### src/sv/fpa_mul.sv
`timescale 1ns / 1ps
module fpa_mul #(
    parameter int DATA_WIDTH = 32,
    parameter int FRAC_BITS  = 8
) (
    input  logic                                       i_clk,
    input  logic [DATA_WIDTH-1:0]                      i_mag_a,
    input  logic [DATA_WIDTH-1:0]                      i_mag_b,
    output logic [4*((DATA_WIDTH+1)/2)-1:0]            o_mag
);
    localparam int HW = (DATA_WIDTH + 1) / 2;
    localparam int PW = 4 * HW;

    logic [2*HW-1:0] xe, ye;
    logic [2*HW-1:0] r_p00, r_p01, r_p10, r_p11;
    logic [PW-1:0]   n_sum;
    logic [PW-1:0]   r_mag;

    assign xe = (2*HW)'(i_mag_a);
    assign ye = (2*HW)'(i_mag_b);

    // stage 1: four half-width partial products
    always_ff @(posedge i_clk) begin
        r_p00 <= xe[HW-1:0] * ye[HW-1:0];
        r_p01 <= xe[HW-1:0] * ye[2*HW-1:HW];
        r_p10 <= xe[2*HW-1:HW] * ye[HW-1:0];
        r_p11 <= xe[2*HW-1:HW] * ye[2*HW-1:HW];
    end

    // stage 2: sum, add half lsb, drop fraction bits
    always_comb begin
        n_sum = (PW'(r_p11) << (2*HW)) + (PW'(r_p01) << HW) + (PW'(r_p10) << HW)
              + PW'(r_p00) + (PW'(1) << (FRAC_BITS - 1));
    end

    always_ff @(posedge i_clk) begin
        r_mag <= n_sum >> FRAC_BITS;
    end

    assign o_mag = r_mag;
endmodule

### config.mk
export PLATFORM = sky130hd
export DESIGN_NAME = fpa_mul
export DESIGN_NICKNAME = d
export VERILOG_FILES = /design/src/sv/fpa_mul.sv
export SDC_FILE = /design/constraint.sdc
export NUM_CORES = 2
export LEC_CHECK = 0
export BUFFER_PORTS_ARGS = -buffer_cell sky130_fd_sc_hd__buf_2
export CAP_MARGIN = 20
export CORE_ASPECT_RATIO = 0.6
export CORE_MARGIN = 4
export CORE_UTILIZATION = 40
export CTS_BUF_LIST = sky130_fd_sc_hd__clkbuf_4
export DETAILED_ROUTE_END_ITERATION = 7
export SETUP_SLACK_MARGIN = 0.1
export SLEW_MARGIN = 20
export SYNTH_ARGS = -nofsm -noshare
export SYNTH_HDL_FRONTEND = slang
export SYNTH_SLANG_ARGS = --single-unit
### constraint.sdc
create_clock -name i_clk -period 9.48 [get_ports i_clk]
set_input_delay 1.422 -clock i_clk [delete_from_list [all_inputs] [get_ports i_clk]]
set_output_delay 1.422 -clock i_clk [all_outputs]
set_load 0.05 [all_outputs]
==> summary.md <==
| Metric | Value |
|---|---|
| Run status | completed |
| Footprint of the multi-input gates | ~0.032 sq mm |
| Count of maximum capacitance violations | 0 |
| Core Box Area | 0.0983 sq mm |
| Max Root-Sink Buffers | 2 |
| Worst-margin pin slew | 1.10 ns |
| Clock buffers created by TritonCTS | 17 |
| Clock Latency Late Sink | 0.81 ns |
| Max transition margin | 25.9% |
| P&R area growth vs syn | 5.52% |
| Clock-pin slew on the worst setup and hold paths | 0.16 ns |
| Antenna violations before repair | 10 |
| Width of the die | 414 um |
| Share of layout cells above drive strength 1 | 5.05% |
| Critical path startpoint category | primary input |
| Critical path capture point type | flop |
| Port Buffers | 120 |
| Synth Instances | roughly 4400 |
| Met3 track demand over resource in global routing | 8.54% |
| Area of the mapped netlist | 0.0396 sq mm |
| Most heavily used metal layer in global routing | met1 |
| Number of global-route vias before repair | a little under 30000 |
| Number of different library cells in the post-synthesis netlist | between 60 and 70 |
| CP Data Arrival Time | around 8 ns |
| Number of nets with antenna violations after routing | 0 |
| Number of vias in the routed layout | ~28000 |
| Crit Path Max Fanout | 32 |
| CTS H-tree lvls | 4 |
| Share of synthesized area occupied by flip-flops and latches | 8.94% |
| Detailed-route wire length | ~110 mm |
| Num ports | 129 |
| Detailed Route Iter0 Violations | approximately 2400 |
| Final-report setup violation count | 0 |
| Average via count per standard cell | 4.99 |
| Initial core utilization | roughly two fifths |
| Clock skew after layout | 0.0476 ns |
| Synth Flop Type | dfxtp_1 |
| Total number of yosys warnings | 0 |
| Post-layout nets | 5681 |
| Pin count of the biggest net entering global routing | 33 |
| Setup Total Neg Slack | 0 ns |
| Proportion of register bits with asynchronous set or reset after synthesis | 0% |
| Die height | 252 um |
| Global route overflow | 0 |
| Root Buffer Master | clkbuf_4 |
| Count of flip-flops with a built-in enable after synthesis | 0 |
| Average cell area after synthesis | 9.07 sq um |
| Path category of the worst min-delay check | flop to flop |
| Total DRC errors in the routed layout | 0 |
| Final cycle utilization of the critical path | 78.9% |
| Utilization after layout | 42.5% |
| Detail Placement HPWL | around 90 mm |
| Filler Cell Count | 9791 |
| Met2 routing resource usage after global routing | 29.0% |
| Count of pins over their slew limit | 0 |
| Clock sink total | 177 |
| Critical path class | primary input to flop |
| Seq. cell area | 0.00354 sq mm |
| GR met1 Demand/Resource | 35.1% |
| RD Place Congestion | 0.904 |
| Total setup buffers inserted after CTS | 0 |
| Count of hold-fix buffers inserted at cts | 0 |
| Required time of the worst setup path | 10.16 ns |
| Total die area | 0.104 sq mm |
| TritonCTS clock tree | done |
| Row Count | 89 |
| Setup repair after global routing missed its margin | false |
| Post-CTS sizing | 0 |
| Clock period minus worst slack | 7.48 ns |
| Wire length per cell | about 20 um |
| #FFs+latches synth | 177 |
| Number of failing hold endpoints at the final stage | 0 |
| Detailed Routing Iterations Pass 1 | 6 |
| FMAX | between 100 and 150 MHz |
| Wire length of the first global-routing pass | 179 mm |
| Total global routing track utilization | 22.4% |
state kept, by name (all words and copies together), names as in the netlist:
| signal | flops |
|---|---|
| r_p11 | 32 |
| o_mag | 56 |
| r_p01 | 32 |
| r_p10 | 32 |
| r_p00 | 25 |
final cells by class:
type | instances | area share [%]
timing repair buffer | 174 | 2.40
multi-input combinational | 3091 | 76.3
sequential | 177 | 8.47
inverter | 901 | 8.08
antenna | 7 | 0.0419
tap | 1319 | 3.94
clock inverter | 13 | 0.422
clock buffer | 17 | 0.305
critical path, stage by stage:
cell and delay [ns]:
buf_2 0.69, nand2_1 0.16, fa_1 0.49, fa_1 0.57, fa_1 0.45, fa_1 0.55, inv_1 0.05, fa_1 0.47
inv_1 0.05, fa_1 0.47, inv_1 0.05, ha_1 0.22, nor3_1 0.41, o2111ai_1 0.22, a31oi_1 0.22, buf_4 0.21
nor3b_1 0.07, o41ai_1 0.33, nand2b_1 0.18, a221oi_1 0.53, o31ai_1 0.18, xnor2_1 0.15
cells in the final DEF, fill, tap and decap left out, drive strengths merged, types with 5 or more instances in the layout:
cell and count:
inv 906, fa 807, nand2 635, and2 473
ha 447, dfxtp 177, buf 174, xnor2 112
a21oi 105, nor2 82, a21o 61, o21ai 51
xor2 46, nand3 37, nor3 21, and3 19
clkbuf 17, a31oi 16, nor2b 15, o21a 14
nand4 13, o21bai 12, o211ai 11, nand2b 11
a211oi 10, or3 8, conb 8, diode 7
a31o 6, a221oi 5, a41oi 5
metrics by stage:
| stage | hold slack, ns | cells | setup slack (ns) | area, sq um |
|---|---|---|---|---|
| 6_report | 0.439 | 5699 | 2.00 | 41800 |
| 3_3_place_gp | 0.423 | 5662 | 1.21 | 41500 |
| 3_5_place_dp | 0.418 | 5662 | 1.18 | 41500 |
| 2_1_floorplan | 0.409 | 4378 | 2.28 | 39700 |
| 4_1_cts | 0.440 | 5692 | 2.09 | 41800 |
| 5_1_grt | 0.458 | 5697 | 1.62 | 41800 |
layer usage:
| metal | vias to the layer above | part of all wire, % |
|---|---|---|
| met3 | 77 | 13 |
| met2 | 1087 | 37 |
| li1 | 13100 | - |
| met5 | - | 0.10 |
| met4 | 2 | 1.2 |
| met1 | 14200 | 49 |
synth_stat cells (all sizes together), types with 3 or more instances:
library cell | n | area share (%)
inv | 901 | 8.5
fa | 807 | 41
nand2 | 635 | 6.0
and2 | 473 | 7.5
ha | 447 | 14
clkbuf | 201 | 1.9
dfxtp | 177 | 8.9
xnor2 | 112 | 2.5
a21oi | 105 | 1.3
nor2 | 82 | 0.78
a21o | 61 | 1.2
o21ai | 51 | 0.67
xor2 | 46 | 1.0
nand3 | 37 | 0.50
nor3 | 21 | 0.27
and3 | 19 | 0.30
a31oi | 16 | 0.25
nor2b | 15 | 0.24
o21a | 14 | 0.27
nand4 | 13 | 0.21
o21bai | 12 | 0.24
nand2b | 11 | 0.17
o211ai | 11 | 0.21
a211oi | 10 | 0.19
buf | 8 | 0.15
or3 | 8 | 0.13
a31o | 6 | 0.13
a221oi | 5 | 0.11
a41oi | 5 | 0.13
and4 | 4 | 0.088
o31ai | 4 | 0.076
o41ai | 4 | 0.088
or4 | 4 | 0.076
a311oi | 3 | 0.066
nor4 | 3 | 0.047
o211a | 3 | 0.076
worst paths after layout:
| kind | from | to | slack, ns | cells past startpoint |
|---|---|---|---|---|
| worst max-delay path | i_mag_a[24] | r_p11[31]$_DFF_P_ | 2.00 | 22 |
| worst max register to register | r_p00[17]$_DFF_P_ | o_mag[55]$_DFF_P_ | 5.40 | 12 |
| worst min register to register | r_p11[31]$_DFF_P_ | o_mag[55]$_DFF_P_ | 0.44 | 1 |
| worst min-delay path | r_p11[31]$_DFF_P_ | o_mag[55]$_DFF_P_ | 0.44 | 1 |
cells by family (layout without fill, tap and decap cells):
family                     after synthesis  after routing  share of synthesized area (%)
DFF                                    177            177                           8.94
AOI/OAI and AO/OA                      337            337                           5.65
buffers and inverters                 1110           1105                           10.6
xor gates and xnor gates               158            158                           3.49
muxes                                    1              1                         0.0252
and+or+nand+nor                       1333           1333                           16.4
other                                    1             15                        0.00946
adders and majority gates             1254           1254                           54.9
Power is left out: the tool's default activity adds up to more than one toggle a clock period on the data nets, which glitch-free logic cannot reach.
